==> src/sv/masg_pkg.sv <==
// Shared types and constants for the multi-axis step generator.
// No dependencies; every other file refers to it by scoped names.
package masg_pkg;

  // Item opcodes; the fourth code is unused and has no effect.
  typedef enum logic [1:0] {
    OP_TICK = 2'd0,
    OP_SET  = 2'd1,
    OP_MOVE = 2'd2
  } opcode_e;

  // Configuration register indexes
  localparam int CFG_IDX_W = 4;
  localparam logic [CFG_IDX_W-1:0] CFG_START_RATE = 4'd0;
  localparam logic [CFG_IDX_W-1:0] CFG_MIN_RATE   = 4'd1;

  // Register reset values
  localparam int START_RATE_RESET = 100;
  localparam int MIN_RATE_RESET   = 8;

  // Accel/decel span is a quarter of the move: total >> 2
  localparam int PLAN_SHIFT = 2;

  // Fixed field widths of the channels
  localparam int FIELD_W  = 32;
  localparam int OUT_AXES = 4;
  localparam int MAX_AXES = 8;

  typedef struct packed {
    logic [1:0]         opcode;
    logic [FIELD_W-1:0] target_x;
    logic [FIELD_W-1:0] target_y;
    logic [FIELD_W-1:0] target_z;
    logic [FIELD_W-1:0] target_e;
  } item_t;

  // Per-item command from the control logic to every axis
  typedef struct packed {
    logic set_pos;
    logic start_move;
    logic do_step;
  } axis_cmd_t;

endpackage

==> src/sv/masg_ifs.sv <==
// Channel interfaces of the multi-axis step generator: item, result and config write.
// Depends on masg_pkg for the field widths and the register index width.
interface masg_item_if;
  logic                          valid;
  logic                          ready;
  logic [1:0]                    opcode;
  logic [masg_pkg::FIELD_W-1:0]  target_x;
  logic [masg_pkg::FIELD_W-1:0]  target_y;
  logic [masg_pkg::FIELD_W-1:0]  target_z;
  logic [masg_pkg::FIELD_W-1:0]  target_e;

  modport source (output valid, opcode, target_x, target_y, target_z, target_e,
                  input ready);
  modport sink (input valid, opcode, target_x, target_y, target_z, target_e,
                output ready);
endinterface

interface masg_res_if;
  logic                          valid;
  logic                          ready;
  logic [3:0]                    step_bits;
  logic [3:0]                    dir_bits;
  logic                          busy_res;
  logic [masg_pkg::FIELD_W-1:0]  pos_x;
  logic [masg_pkg::FIELD_W-1:0]  pos_y;
  logic [masg_pkg::FIELD_W-1:0]  pos_z;
  logic [masg_pkg::FIELD_W-1:0]  pos_e;

  modport source (output valid, step_bits, dir_bits, busy_res, pos_x, pos_y, pos_z,
                  pos_e, input ready);
  modport sink (input valid, step_bits, dir_bits, busy_res, pos_x, pos_y, pos_z,
                pos_e, output ready);
endinterface

interface masg_cfg_if #(
  parameter int DATA_W = 16
);
  logic                            valid;
  logic                            ready;
  logic [masg_pkg::CFG_IDX_W-1:0]  index;
  logic [DATA_W-1:0]               data;

  modport source (output valid, index, data, input ready);
  modport sink (input valid, index, data, output ready);
endinterface

==> src/sv/masg_in_stage.sv <==
// Input register of the step generator: holds one word until the state update takes it.
// Depends on masg_pkg (item_t) and masg_item_if.
module masg_in_stage (
  input  logic              clk_i,
  input  logic              rst_ni,
  masg_item_if.sink         item_i,
  input  logic              adv_i,
  output logic              valid_o,
  output masg_pkg::item_t   item_o
);

  logic            valid_q, valid_d;
  masg_pkg::item_t data_q, data_d;
  logic            accept;

  // Free when empty or when the held word moves on this cycle
  assign item_i.ready = !valid_q || adv_i;
  assign accept       = item_i.valid && item_i.ready;

  always_comb begin
    valid_d = valid_q;
    data_d  = data_q;
    if (accept) begin
      valid_d         = 1'b1;
      data_d.opcode   = item_i.opcode;
      data_d.target_x = item_i.target_x;
      data_d.target_y = item_i.target_y;
      data_d.target_z = item_i.target_z;
      data_d.target_e = item_i.target_e;
    end else if (adv_i) begin
      valid_d = 1'b0;
    end
  end

  always_ff @(posedge clk_i or negedge rst_ni) begin
    if (!rst_ni) begin
      valid_q <= 1'b0;
    end else begin
      valid_q <= valid_d;
    end
  end

  // Payload, no reset
  always_ff @(posedge clk_i) begin
    data_q <= data_d;
  end

  assign valid_o = valid_q;
  assign item_o  = data_q;

endmodule

==> src/sv/masg_axis.sv <==
// One axis: position, delta, Bresenham error term and direction.
// Depends on masg_pkg (axis_cmd_t).
module masg_axis #(
  parameter int POS_WIDTH = 32
) (
  input  logic                     clk_i,
  input  logic                     rst_ni,
  input  masg_pkg::axis_cmd_t      cmd_i,
  input  logic [POS_WIDTH-1:0]     target_i,
  input  logic [POS_WIDTH-1:0]     total_i,
  output logic [POS_WIDTH-1:0]     move_delta_o,
  output logic                     step_o,
  output logic                     dir_o,
  output logic [POS_WIDTH-1:0]     pos_o
);

  localparam int ERR_W = POS_WIDTH + 1;

  logic [POS_WIDTH-1:0] pos_q, pos_d;
  logic [POS_WIDTH-1:0] delta_q, delta_d;
  logic [ERR_W-1:0]     err_q, err_d;
  logic                 dir_q, dir_d;

  logic                 fwd;
  logic [POS_WIDTH-1:0] diff_fwd, diff_rev, new_delta;
  logic [ERR_W-1:0]     err_sum;
  logic [ERR_W:0]       err_sub;
  logic                 take_step;

  // Move planning: magnitude of target - position, both orders in parallel
  assign fwd       = $signed(target_i) >= $signed(pos_q);
  assign diff_fwd  = target_i - pos_q;
  assign diff_rev  = pos_q - target_i;
  assign new_delta = fwd ? diff_fwd : diff_rev;

  // Bresenham: add delta, step once the sum reaches the major-axis count
  assign err_sum   = err_q + ERR_W'(delta_q);
  assign err_sub   = {1'b0, err_sum} - (ERR_W + 1)'(total_i);
  assign take_step = cmd_i.do_step && (delta_q != '0) && !err_sub[ERR_W];

  always_comb begin
    pos_d   = pos_q;
    delta_d = delta_q;
    err_d   = err_q;
    dir_d   = dir_q;
    if (cmd_i.set_pos) begin
      pos_d = target_i;
    end else if (cmd_i.start_move) begin
      delta_d = new_delta;
      dir_d   = fwd;
      err_d   = '0;
    end else if (cmd_i.do_step && (delta_q != '0)) begin
      if (take_step) begin
        err_d = err_sub[ERR_W-1:0];
        pos_d = dir_q ? pos_q + POS_WIDTH'(1) : pos_q - POS_WIDTH'(1);
      end else begin
        err_d = err_sum;
      end
    end
  end

  always_ff @(posedge clk_i or negedge rst_ni) begin
    if (!rst_ni) begin
      pos_q   <= '0;
      delta_q <= '0;
      err_q   <= '0;
      dir_q   <= 1'b1;
    end else begin
      pos_q   <= pos_d;
      delta_q <= delta_d;
      err_q   <= err_d;
      dir_q   <= dir_d;
    end
  end

  assign move_delta_o = new_delta;
  assign step_o       = take_step;
  assign dir_o        = dir_d;
  assign pos_o        = pos_d;

endmodule

==> src/sv/masg_timing.sv <==
// Move control: config registers, step count, trapezoid period and tick divider.
// Depends on masg_pkg (register indexes, reset values) and masg_cfg_if.
module masg_timing #(
  parameter int POS_WIDTH  = 32,
  parameter int RATE_WIDTH = 16,
  parameter int AXIS_COUNT = 4
) (
  input  logic                  clk_i,
  input  logic                  rst_ni,
  masg_cfg_if.sink              cfg_i,
  input  logic                  tick_i,
  input  logic                  move_i,
  input  logic [POS_WIDTH-1:0]  move_delta_i [AXIS_COUNT],
  output logic                  step_o,
  output logic [POS_WIDTH-1:0]  total_o,
  output logic                  busy_o
);

  localparam logic [RATE_WIDTH-1:0] RateMax = {RATE_WIDTH{1'b1}};

  logic [RATE_WIDTH-1:0] start_rate_q, min_rate_q;
  logic [POS_WIDTH-1:0]  total_q, total_d;
  logic [POS_WIDTH-1:0]  remaining_q, remaining_d;
  logic [POS_WIDTH-1:0]  phase_q, phase_d;
  logic [RATE_WIDTH-1:0] period_q, period_d;
  logic [RATE_WIDTH-1:0] tick_q, tick_d;

  logic [POS_WIDTH-1:0]  lvl0 [masg_pkg::MAX_AXES];
  logic [POS_WIDTH-1:0]  lvl1 [masg_pkg::MAX_AXES/2];
  logic [POS_WIDTH-1:0]  lvl2 [masg_pkg::MAX_AXES/4];
  logic [POS_WIDTH-1:0]  max_delta;

  logic [RATE_WIDTH-1:0] tick_inc;
  logic [POS_WIDTH-1:0]  phase_inc, rem_dec, accel;
  logic                  active, step;

  // Config writes are always taken
  assign cfg_i.ready = 1'b1;

  always_ff @(posedge clk_i or negedge rst_ni) begin
    if (!rst_ni) begin
      start_rate_q <= RATE_WIDTH'(masg_pkg::START_RATE_RESET);
      min_rate_q   <= RATE_WIDTH'(masg_pkg::MIN_RATE_RESET);
    end else if (cfg_i.valid) begin
      if (cfg_i.index == masg_pkg::CFG_START_RATE) begin
        start_rate_q <= RATE_WIDTH'(cfg_i.data);
      end
      if (cfg_i.index == masg_pkg::CFG_MIN_RATE) begin
        min_rate_q <= RATE_WIDTH'(cfg_i.data);
      end
    end
  end

  // Largest delta over the axes: three-level compare tree, absent axes read zero
  for (genvar a = 0; a < masg_pkg::MAX_AXES; a++) begin : g_pad
    if (a < AXIS_COUNT) begin : g_real
      assign lvl0[a] = move_delta_i[a];
    end else begin : g_zero
      assign lvl0[a] = '0;
    end
  end

  always_comb begin
    for (int i = 0; i < masg_pkg::MAX_AXES / 2; i++) begin
      lvl1[i] = (lvl0[2*i] > lvl0[2*i+1]) ? lvl0[2*i] : lvl0[2*i+1];
    end
    for (int i = 0; i < masg_pkg::MAX_AXES / 4; i++) begin
      lvl2[i] = (lvl1[2*i] > lvl1[2*i+1]) ? lvl1[2*i] : lvl1[2*i+1];
    end
    max_delta = (lvl2[0] > lvl2[1]) ? lvl2[0] : lvl2[1];
  end

  // Tick divider and step bookkeeping
  assign active    = remaining_q != '0;
  assign tick_inc  = tick_q + RATE_WIDTH'(1);
  assign step      = tick_i && active && !(tick_inc < period_q);
  assign phase_inc = phase_q + POS_WIDTH'(1);
  assign rem_dec   = remaining_q - POS_WIDTH'(1);
  assign accel     = total_q >> masg_pkg::PLAN_SHIFT;

  always_comb begin
    total_d     = total_q;
    remaining_d = remaining_q;
    phase_d     = phase_q;
    period_d    = period_q;
    tick_d      = tick_q;
    if (move_i) begin
      total_d     = max_delta;
      remaining_d = max_delta;
      phase_d     = '0;
      period_d    = start_rate_q;
      tick_d      = '0;
    end else if (tick_i && active) begin
      if (!step) begin
        tick_d = tick_inc;
      end else begin
        tick_d      = '0;
        phase_d     = phase_inc;
        remaining_d = rem_dec;
        // Decel zone starts where phase reaches total - accel,
        // i.e. where the remaining count falls to accel
        if (phase_inc < accel) begin
          if (period_q > min_rate_q) begin
            period_d = period_q - RATE_WIDTH'(1);
          end
        end else if (rem_dec <= accel) begin
          if (period_q != RateMax) begin
            period_d = period_q + RATE_WIDTH'(1);
          end
        end
      end
    end
  end

  always_ff @(posedge clk_i or negedge rst_ni) begin
    if (!rst_ni) begin
      total_q     <= '0;
      remaining_q <= '0;
      phase_q     <= '0;
      period_q    <= RATE_WIDTH'(masg_pkg::START_RATE_RESET);
      tick_q      <= '0;
    end else begin
      total_q     <= total_d;
      remaining_q <= remaining_d;
      phase_q     <= phase_d;
      period_q    <= period_d;
      tick_q      <= tick_d;
    end
  end

  assign step_o  = step;
  assign total_o = total_q;
  assign busy_o  = remaining_d != '0;

endmodule

==> src/sv/multi_axis_step_generator.sv <==
// Top level of the multi-axis step generator: input register, axes, move control, result register.
// Depends on masg_pkg, the channel interfaces, masg_in_stage, masg_axis and masg_timing.
//
//  channel  dir  handshake      word
//  item_i   in   valid/ready    opcode, target_x/y/z/e
//  res_o    out  valid/ready    step_bits, dir_bits, busy_res, pos_x/y/z/e
//  cfg_i    in   valid/ready    index, data (start_rate, min_rate); ready always high
//
// One word per cycle sustained while the result side takes results; a result passes through
// the input register, then the state update into the result register.
// The state update logic for every opcode is bounded by the move path (subtract, delta
// compare tree) and the tick path (error add and subtract).
// Reset clears all control state and loads the register reset values.
// A stalled result holds; the input register keeps taking words while it can move on.
module multi_axis_step_generator #(
  parameter int POS_WIDTH  = 32,
  parameter int RATE_WIDTH = 16,
  parameter int AXIS_COUNT = 4
) (
  input  logic        clk_i,
  input  logic        rst_ni,
  masg_item_if.sink   item_i,
  masg_res_if.source  res_o,
  masg_cfg_if.sink    cfg_i
);

  localparam int FW = masg_pkg::FIELD_W;

  logic                 in_valid, adv;
  masg_pkg::item_t      in_item;
  logic                 is_tick, is_set, is_move;
  masg_pkg::axis_cmd_t  cmd;

  logic [FW-1:0]        in_tgt [masg_pkg::OUT_AXES];
  logic [POS_WIDTH-1:0] tgt [AXIS_COUNT];
  logic [POS_WIDTH-1:0] move_delta [AXIS_COUNT];
  logic [POS_WIDTH-1:0] pos_d [AXIS_COUNT];
  logic [AXIS_COUNT-1:0] step_d, dir_d;
  logic [POS_WIDTH-1:0] total;
  logic                 tim_step, busy_d;

  logic [3:0]           step_bits_d, dir_bits_d;
  logic [FW-1:0]        pos_out_d [masg_pkg::OUT_AXES];

  logic                 res_vld_q, res_vld_d;
  logic [3:0]           step_bits_q, dir_bits_q;
  logic                 busy_q;
  logic [FW-1:0]        pos_out_q [masg_pkg::OUT_AXES];

  // Input register
  masg_in_stage u_in (
    .clk_i   (clk_i),
    .rst_ni  (rst_ni),
    .item_i  (item_i),
    .adv_i   (adv),
    .valid_o (in_valid),
    .item_o  (in_item)
  );

  // Held word moves into the result register when that is free or drains
  assign adv     = in_valid && (!res_vld_q || res_o.ready);
  assign is_tick = adv && (in_item.opcode == masg_pkg::OP_TICK);
  assign is_set  = adv && (in_item.opcode == masg_pkg::OP_SET);
  assign is_move = adv && (in_item.opcode == masg_pkg::OP_MOVE);

  assign cmd.set_pos    = is_set;
  assign cmd.start_move = is_move;
  assign cmd.do_step    = tim_step;

  // Per-axis targets; axes past the fourth take zero
  assign in_tgt[0] = in_item.target_x;
  assign in_tgt[1] = in_item.target_y;
  assign in_tgt[2] = in_item.target_z;
  assign in_tgt[3] = in_item.target_e;

  for (genvar a = 0; a < AXIS_COUNT; a++) begin : g_axis
    if (a < masg_pkg::OUT_AXES) begin : g_tgt
      assign tgt[a] = POS_WIDTH'($signed(in_tgt[a]));
    end else begin : g_none
      assign tgt[a] = '0;
    end

    masg_axis #(
      .POS_WIDTH (POS_WIDTH)
    ) u_axis (
      .clk_i        (clk_i),
      .rst_ni       (rst_ni),
      .cmd_i        (cmd),
      .target_i     (tgt[a]),
      .total_i      (total),
      .move_delta_o (move_delta[a]),
      .step_o       (step_d[a]),
      .dir_o        (dir_d[a]),
      .pos_o        (pos_d[a])
    );
  end

  masg_timing #(
    .POS_WIDTH  (POS_WIDTH),
    .RATE_WIDTH (RATE_WIDTH),
    .AXIS_COUNT (AXIS_COUNT)
  ) u_timing (
    .clk_i        (clk_i),
    .rst_ni       (rst_ni),
    .cfg_i        (cfg_i),
    .tick_i       (is_tick),
    .move_i       (is_move),
    .move_delta_i (move_delta),
    .step_o       (tim_step),
    .total_o      (total),
    .busy_o       (busy_d)
  );

  // Result fields; absent axes read zero
  for (genvar a = 0; a < masg_pkg::OUT_AXES; a++) begin : g_out
    if (a < AXIS_COUNT) begin : g_real
      assign step_bits_d[a] = step_d[a];
      assign dir_bits_d[a]  = dir_d[a];
      assign pos_out_d[a]   = FW'($signed(pos_d[a]));
    end else begin : g_zero
      assign step_bits_d[a] = 1'b0;
      assign dir_bits_d[a]  = 1'b0;
      assign pos_out_d[a]   = '0;
    end
  end

  // Result register
  always_comb begin
    res_vld_d = res_vld_q;
    if (adv) begin
      res_vld_d = 1'b1;
    end else if (res_o.ready) begin
      res_vld_d = 1'b0;
    end
  end

  always_ff @(posedge clk_i or negedge rst_ni) begin
    if (!rst_ni) begin
      res_vld_q <= 1'b0;
    end else begin
      res_vld_q <= res_vld_d;
    end
  end

  always_ff @(posedge clk_i) begin
    if (adv) begin
      step_bits_q <= step_bits_d;
      dir_bits_q  <= dir_bits_d;
      busy_q      <= busy_d;
      pos_out_q   <= pos_out_d;
    end
  end

  assign res_o.valid     = res_vld_q;
  assign res_o.step_bits = step_bits_q;
  assign res_o.dir_bits  = dir_bits_q;
  assign res_o.busy_res  = busy_q;
  assign res_o.pos_x     = pos_out_q[0];
  assign res_o.pos_y     = pos_out_q[1];
  assign res_o.pos_z     = pos_out_q[2];
  assign res_o.pos_e     = pos_out_q[3];

  // An axis only steps on a move step of the controller
  a_step_needs_tick: assert property (@(posedge clk_i) disable iff (!rst_ni)
    (step_d != '0) |-> tim_step)
    else $error("axis stepped without a move step");

  // Move steps only come from tick words
  a_step_on_tick_only: assert property (@(posedge clk_i) disable iff (!rst_ni)
    tim_step |-> is_tick)
    else $error("move step on a non-tick word");

  // A move word reports no step pulses
  a_move_no_steps: assert property (@(posedge clk_i) disable iff (!rst_ni)
    is_move |=> (res_vld_q && (step_bits_q == 4'd0)))
    else $error("move result carries step bits");

endmodule

==> src/flat_wrapper.sv <==
// flat-port wrapper written by rule: the top's interface ports become plain ports
module multi_axis_step_generator_flat 
#(
  parameter int POS_WIDTH  = 32,
  parameter int RATE_WIDTH = 16,
  parameter int AXIS_COUNT = 4
)
  (clk_i, rst_ni, item_i_valid, item_i_opcode, item_i_target_x, item_i_target_y, item_i_target_z, item_i_target_e, item_i_ready, res_o_valid, res_o_step_bits, res_o_dir_bits, res_o_busy_res, res_o_pos_x, res_o_pos_y, res_o_pos_z, res_o_pos_e, res_o_ready, cfg_i_valid, cfg_i_index, cfg_i_data, cfg_i_ready);
  masg_item_if item_i_i ();
  masg_res_if res_o_i ();
  masg_cfg_if #(.DATA_W(16)) cfg_i_i ();
  input  logic clk_i;
  input  logic rst_ni;
  input wire logic [$bits(item_i_i.valid)-1:0] item_i_valid;
  input wire logic [$bits(item_i_i.opcode)-1:0] item_i_opcode;
  input wire logic [$bits(item_i_i.target_x)-1:0] item_i_target_x;
  input wire logic [$bits(item_i_i.target_y)-1:0] item_i_target_y;
  input wire logic [$bits(item_i_i.target_z)-1:0] item_i_target_z;
  input wire logic [$bits(item_i_i.target_e)-1:0] item_i_target_e;
  output wire logic [$bits(item_i_i.ready)-1:0] item_i_ready;
  output wire logic [$bits(res_o_i.valid)-1:0] res_o_valid;
  output wire logic [$bits(res_o_i.step_bits)-1:0] res_o_step_bits;
  output wire logic [$bits(res_o_i.dir_bits)-1:0] res_o_dir_bits;
  output wire logic [$bits(res_o_i.busy_res)-1:0] res_o_busy_res;
  output wire logic [$bits(res_o_i.pos_x)-1:0] res_o_pos_x;
  output wire logic [$bits(res_o_i.pos_y)-1:0] res_o_pos_y;
  output wire logic [$bits(res_o_i.pos_z)-1:0] res_o_pos_z;
  output wire logic [$bits(res_o_i.pos_e)-1:0] res_o_pos_e;
  input wire logic [$bits(res_o_i.ready)-1:0] res_o_ready;
  input wire logic [$bits(cfg_i_i.valid)-1:0] cfg_i_valid;
  input wire logic [$bits(cfg_i_i.index)-1:0] cfg_i_index;
  input wire logic [$bits(cfg_i_i.data)-1:0] cfg_i_data;
  output wire logic [$bits(cfg_i_i.ready)-1:0] cfg_i_ready;
  assign item_i_i.valid = item_i_valid;
  assign item_i_i.opcode = item_i_opcode;
  assign item_i_i.target_x = item_i_target_x;
  assign item_i_i.target_y = item_i_target_y;
  assign item_i_i.target_z = item_i_target_z;
  assign item_i_i.target_e = item_i_target_e;
  assign item_i_ready = item_i_i.ready;
  assign res_o_valid = res_o_i.valid;
  assign res_o_step_bits = res_o_i.step_bits;
  assign res_o_dir_bits = res_o_i.dir_bits;
  assign res_o_busy_res = res_o_i.busy_res;
  assign res_o_pos_x = res_o_i.pos_x;
  assign res_o_pos_y = res_o_i.pos_y;
  assign res_o_pos_z = res_o_i.pos_z;
  assign res_o_pos_e = res_o_i.pos_e;
  assign res_o_i.ready = res_o_ready;
  assign cfg_i_i.valid = cfg_i_valid;
  assign cfg_i_i.index = cfg_i_index;
  assign cfg_i_i.data = cfg_i_data;
  assign cfg_i_ready = cfg_i_i.ready;
  multi_axis_step_generator #(.POS_WIDTH(POS_WIDTH), .RATE_WIDTH(RATE_WIDTH), .AXIS_COUNT(AXIS_COUNT)) u_core (.clk_i(clk_i), .rst_ni(rst_ni), .item_i(item_i_i), .res_o(res_o_i), .cfg_i(cfg_i_i));
endmodule
==> config.mk <==
export PLATFORM = sky130hd
export DESIGN_NAME = multi_axis_step_generator_flat
export DESIGN_NICKNAME = d
export VERILOG_FILES = /design/src/sv/masg_pkg.sv /design/src/sv/masg_ifs.sv /design/src/sv/masg_in_stage.sv /design/src/sv/masg_axis.sv /design/src/sv/masg_timing.sv /design/src/sv/multi_axis_step_generator.sv /design/src/flat_wrapper.sv
export SDC_FILE = /design/constraint.sdc
export NUM_CORES = 2
export LEC_CHECK = 0
export ABC_AREA = 1
export BUFFER_PORTS_ARGS = -buffer_cell sky130_fd_sc_hd__buf_2
export CORE_UTILIZATION = 38
export CTS_CLUSTER_SIZE = 10
export DETAILED_ROUTE_END_ITERATION = 6
export HOLD_SLACK_MARGIN = 0.02
export PLACE_DENSITY = 0.58
export SYNTH_ARGS = -nofsm -noshare
export SYNTH_HDL_FRONTEND = slang
export SYNTH_SLANG_ARGS = --single-unit
==> constraint.sdc <==
create_clock -name clk_i -period 8.97 [get_ports clk_i]
set_input_delay 0.4485 -clock clk_i [delete_from_list [all_inputs] [get_ports clk_i]]
set_output_delay 0.4485 -clock clk_i [all_outputs]
set_load 0.02 [all_outputs]
==> flow_metrics.env <==
export IMPL_cp_end_kind="register"
export IMPL_period_minus_slack_ns=8.602
export IMPL_ios=295
export IMPL_start_util_pct=38.32
export IMPL_dpl_cell_count=12090
export IMPL_ys_seq_area_share_pct=30.78
export IMPL_path_max_fanout=25
export IMPL_startpoint_type="register"
export IMPL_worst_skew_pair_late_latency_ns=0.77
export IMPL_grt_use_total_pct=26.02
export IMPL_ys_types=85
export IMPL_fin_crit_sh_pct=95.90
export IMPL_async_reset_ff_share_pct=67.48
export IMPL_vias=66870
export IMPL_relSlewSlack_pct=13.40
export IMPL_first_pass_iters=7
export IMPL_cts_clk_slew_worst_paths_ns=0.06
export IMPL_die_area_sq_mm=0.1889
export IMPL_violations="design-rule violations"
export IMPL_fmax_mhz=116.3
export IMPL_r2r_cells=46
export IMPL_synth_largest_area_cell="dfrtp_1"
export IMPL_cts_tree="done"
export IMPL_status="finished with violations"
export IMPL_r2r_slack_ns=0.37
export IMPL_synth_fp_nets=10380
export IMPL_hold_class="in -> async"
export IMPL_ant_nets=0
export IMPL_max_stage_delay_ns=0.56
export IMPL_mostFrequentLayoutCells="nand2_1 (1936), inv_1 (1288), a21oi_1 (913), ha_1 (830), o21ai_0 (701)"
export IMPL_core_sq_mm=0.1856
export IMPL_worstSetupPathType="reg -> reg"
export IMPL_cts_buffers=107
export IMPL_avgViaCountPerCell=5.369
export IMPL_first_iter_violations=5537
export IMPL_crit_start="u_core.u_in.item_o[96]"
export IMPL_grt_max_degree=142
export IMPL_cts_root_buffer="clkbuf_16"
export IMPL_tns_ns=0
export IMPL_grt_antenna_before_repair=18
export IMPL_fin_cells=12460
export IMPL_skew_ns=0.03023
export IMPL_synth_cell_area_sq_mm=0.07112
export IMPL_drv_cap=0
export IMPL_place_gp_congestion=1.008
export IMPL_synthFlopType="dfrtp_1"
export IMPL_cts_num_sinks=821
export IMPL_final_max_slew_viol_count=0
export IMPL_clock_path_buffers=3
export IMPL_die_w_microns=434.6
export IMPL_synth_edf_count=267
export IMPL_worstMarginPinSlew_ns=1.298
export IMPL_cp_data_required_time_ns=9.50
export IMPL_drc_errors=5
export IMPL_synth_top_cell_area_share_pct=19.10
export IMPL_htree_levels=3
export IMPL_area_growth_pct=14.11
export IMPL_path_common_cell="nand2_1"
export IMPL_netlist_instances=9376
export IMPL_rows=158
export IMPL_wl_per_cell_microns=20.14
export IMPL_avgSynthCellArea_sq_um=7.586
export IMPL_synth_warnings=0
export IMPL_die_h_microns=434.6
export IMPL_fin_util_pct=43.72
export IMPL_grt_overflow=0
export IMPL_final_common_cell="nand2_1"
export IMPL_dp_hpwl_mm=193.9
export IMPL_wl_mm=250.8
export IMPL_crit_reg2reg_launch="u_core.u_in.item_o[96]"
export IMPL_drive_above_1_share_pct=8.572
export IMPL_critPathSlowestCell="o21ai_0"
export IMPL_worstReg2RegEnd="u_core.res_o.busy_res"
export IMPL_grt_pass1_vias=65090
export IMPL_yosys_top_cells_area="dfrtp_1 (19%), ha_1 (15%), edfxtp_1 (11%), nand2_1 (10%), inv_1 (6.8%)"
export IMPL_grt_pass1_wl_mm=382.2
export IMPL_io_buffers=293
export IMPL_nets=10890
export IMPL_synth_seq_cells=821
export IMPL_setup_violations=0
export IMPL_n_fill_cell=18790
export IMPL_hold_violations=0
export IMPL_arrival_ns=9.13
## synthesized netlist by cell type, drive strengths merged, types with 19 or more instances
cell       n
a211oi    40
a21boi    73
a21o      24
a21oi    927
a22oi     34
a31oi     41
and2      35
buf       98
clkbuf   131
dfrtp    543
edfxtp   267
fa        21
ha       830
inv     1309
mux2i     29
nand2   1980
nand3    497
nand4     92
nor2     527
nor3      87
nor4      53
o211ai    68
o21a      34
o21ai    847
o21bai    32
o221ai    21
o22ai     45
o31ai     19
xnor2    174
xor2     383
## worst max path at each step
stage          slack (ns)  cells after the start                    end
5_1_grt            -0.001                     52  u_core.res_o.busy_res
2_1_floorplan        2.07                     47  u_core.res_o.busy_res
3_3_place_gp         0.26                     45  u_core.res_o.busy_res
6_report             0.37                     46  u_core.res_o.busy_res
4_1_cts              0.03                     47  u_core.res_o.busy_res
3_5_place_dp         0.09                     47  u_core.res_o.busy_res
## cells by family (layout without fill, tap and decap cells)
group           Yosys count  in the layout  synth area share (%)
xor+xnor                557            557                 6.891
other cells               1              3              0.005272
simple gates           3293           3293                 19.74
compound gates         2283           2285                 18.21
fa+ha+maj               851            851                 15.19
buf+inv                1540           2136                 8.754
flops                   821            821                 30.78
mux                      30             30                0.4240
## metal layers
layer  up-vias  share of wire [%]  GRT usage, %
li1      32650                  -             -
met1     31790                 45         35.76
met2      2012                 45         41.84
met3       414                6.5         3.921
met4         6                3.3         8.099
met5         -              0.017             0
## registers in the layout, indices dropped and copies added, names as in the netlist
signal and flops:
u_core.res_o.valid 1, u_core.u_timing.tick_q 16, u_core.res_o.pos_x 32, u_core.g_axis.u_axis.delta_q 128
u_core.g_axis.u_axis.dir_q 4, u_core.u_in.valid_o 1, u_core.u_timing.phase_q 32, u_core.g_axis.u_axis.err_q 132
u_core.u_in.item_o 130, u_core.res_o.step_bits 4, u_core.res_o.pos_e 32, u_core.u_timing.remaining_q 32
u_core.u_timing.min_rate_q 16, u_core.res_o.pos_z 32, u_core.g_axis.u_axis.pos_q 128, u_core.res_o.busy_res 1
u_core.u_timing.start_rate_q 16, u_core.u_timing.total_o 32, u_core.res_o.pos_y 32, u_core.u_timing.period_q 16
u_core.res_o.dir_bits 4
## metrics by stage
step | setup WS (ns) | hold slack (ns) | instance area, sq um
finish | 0.3681 | 0.3143 | 81160
global route | -0.001238 | 0.3660 | 81150
CTS | 0.02922 | 0.3214 | 80950
detailed placement | 0.09395 | 0.4714 | 75820
global placement | 0.2635 | 0.4696 | 75820
floorplan | 2.066 | 0.1529 | 71120
## final cells by class
| cell class | count | area, sq um | area share [%] |
|---|---|---|---|
| diodes | 2 | 5.005 | 0.006167 |
| clock buffers | 172 | 3198 | 3.941 |
| clock inverters | 29 | 439.2 | 0.5411 |
| inverters | 1310 | 4946 | 6.094 |
| multi-input cells | 7017 | 43170 | 53.19 |
| flip-flops and latches | 821 | 21890 | 26.98 |
| well taps | 2480 | 3103 | 3.823 |
| repair buffers | 624 | 4400 | 5.422 |
| repair inverters | 1 | 5.005 | 0.006167 |
## critical path, delay by kind of cell, from the launching register on
| family | cells | cell delay (ns) |
|---|---|---|
| AND/OR/NAND/NOR | 28 | 3.81 |
| buffers and inverters | 6 | 1.05 |
| AO/OA/AOI/OAI | 7 | 1.55 |
| XOR/XNOR | 1 | 0.48 |
| adder cells (fa/ha/maj) | 4 | 1.05 |
| flip-flops | 1 | 0.38 |
## repair_timing
item | 4_1_cts | 5_1_grt
hold endpoints to repair | 239 | 0
setup endpoints to repair | 0 | 62
setup buffers | 0 | 9
gates resized for setup | 0 | 21
hold buffers | 149 | 0
Power is not shown: default switching activity piles up to over one toggle a cycle in this logic, so the estimate is an artifact.
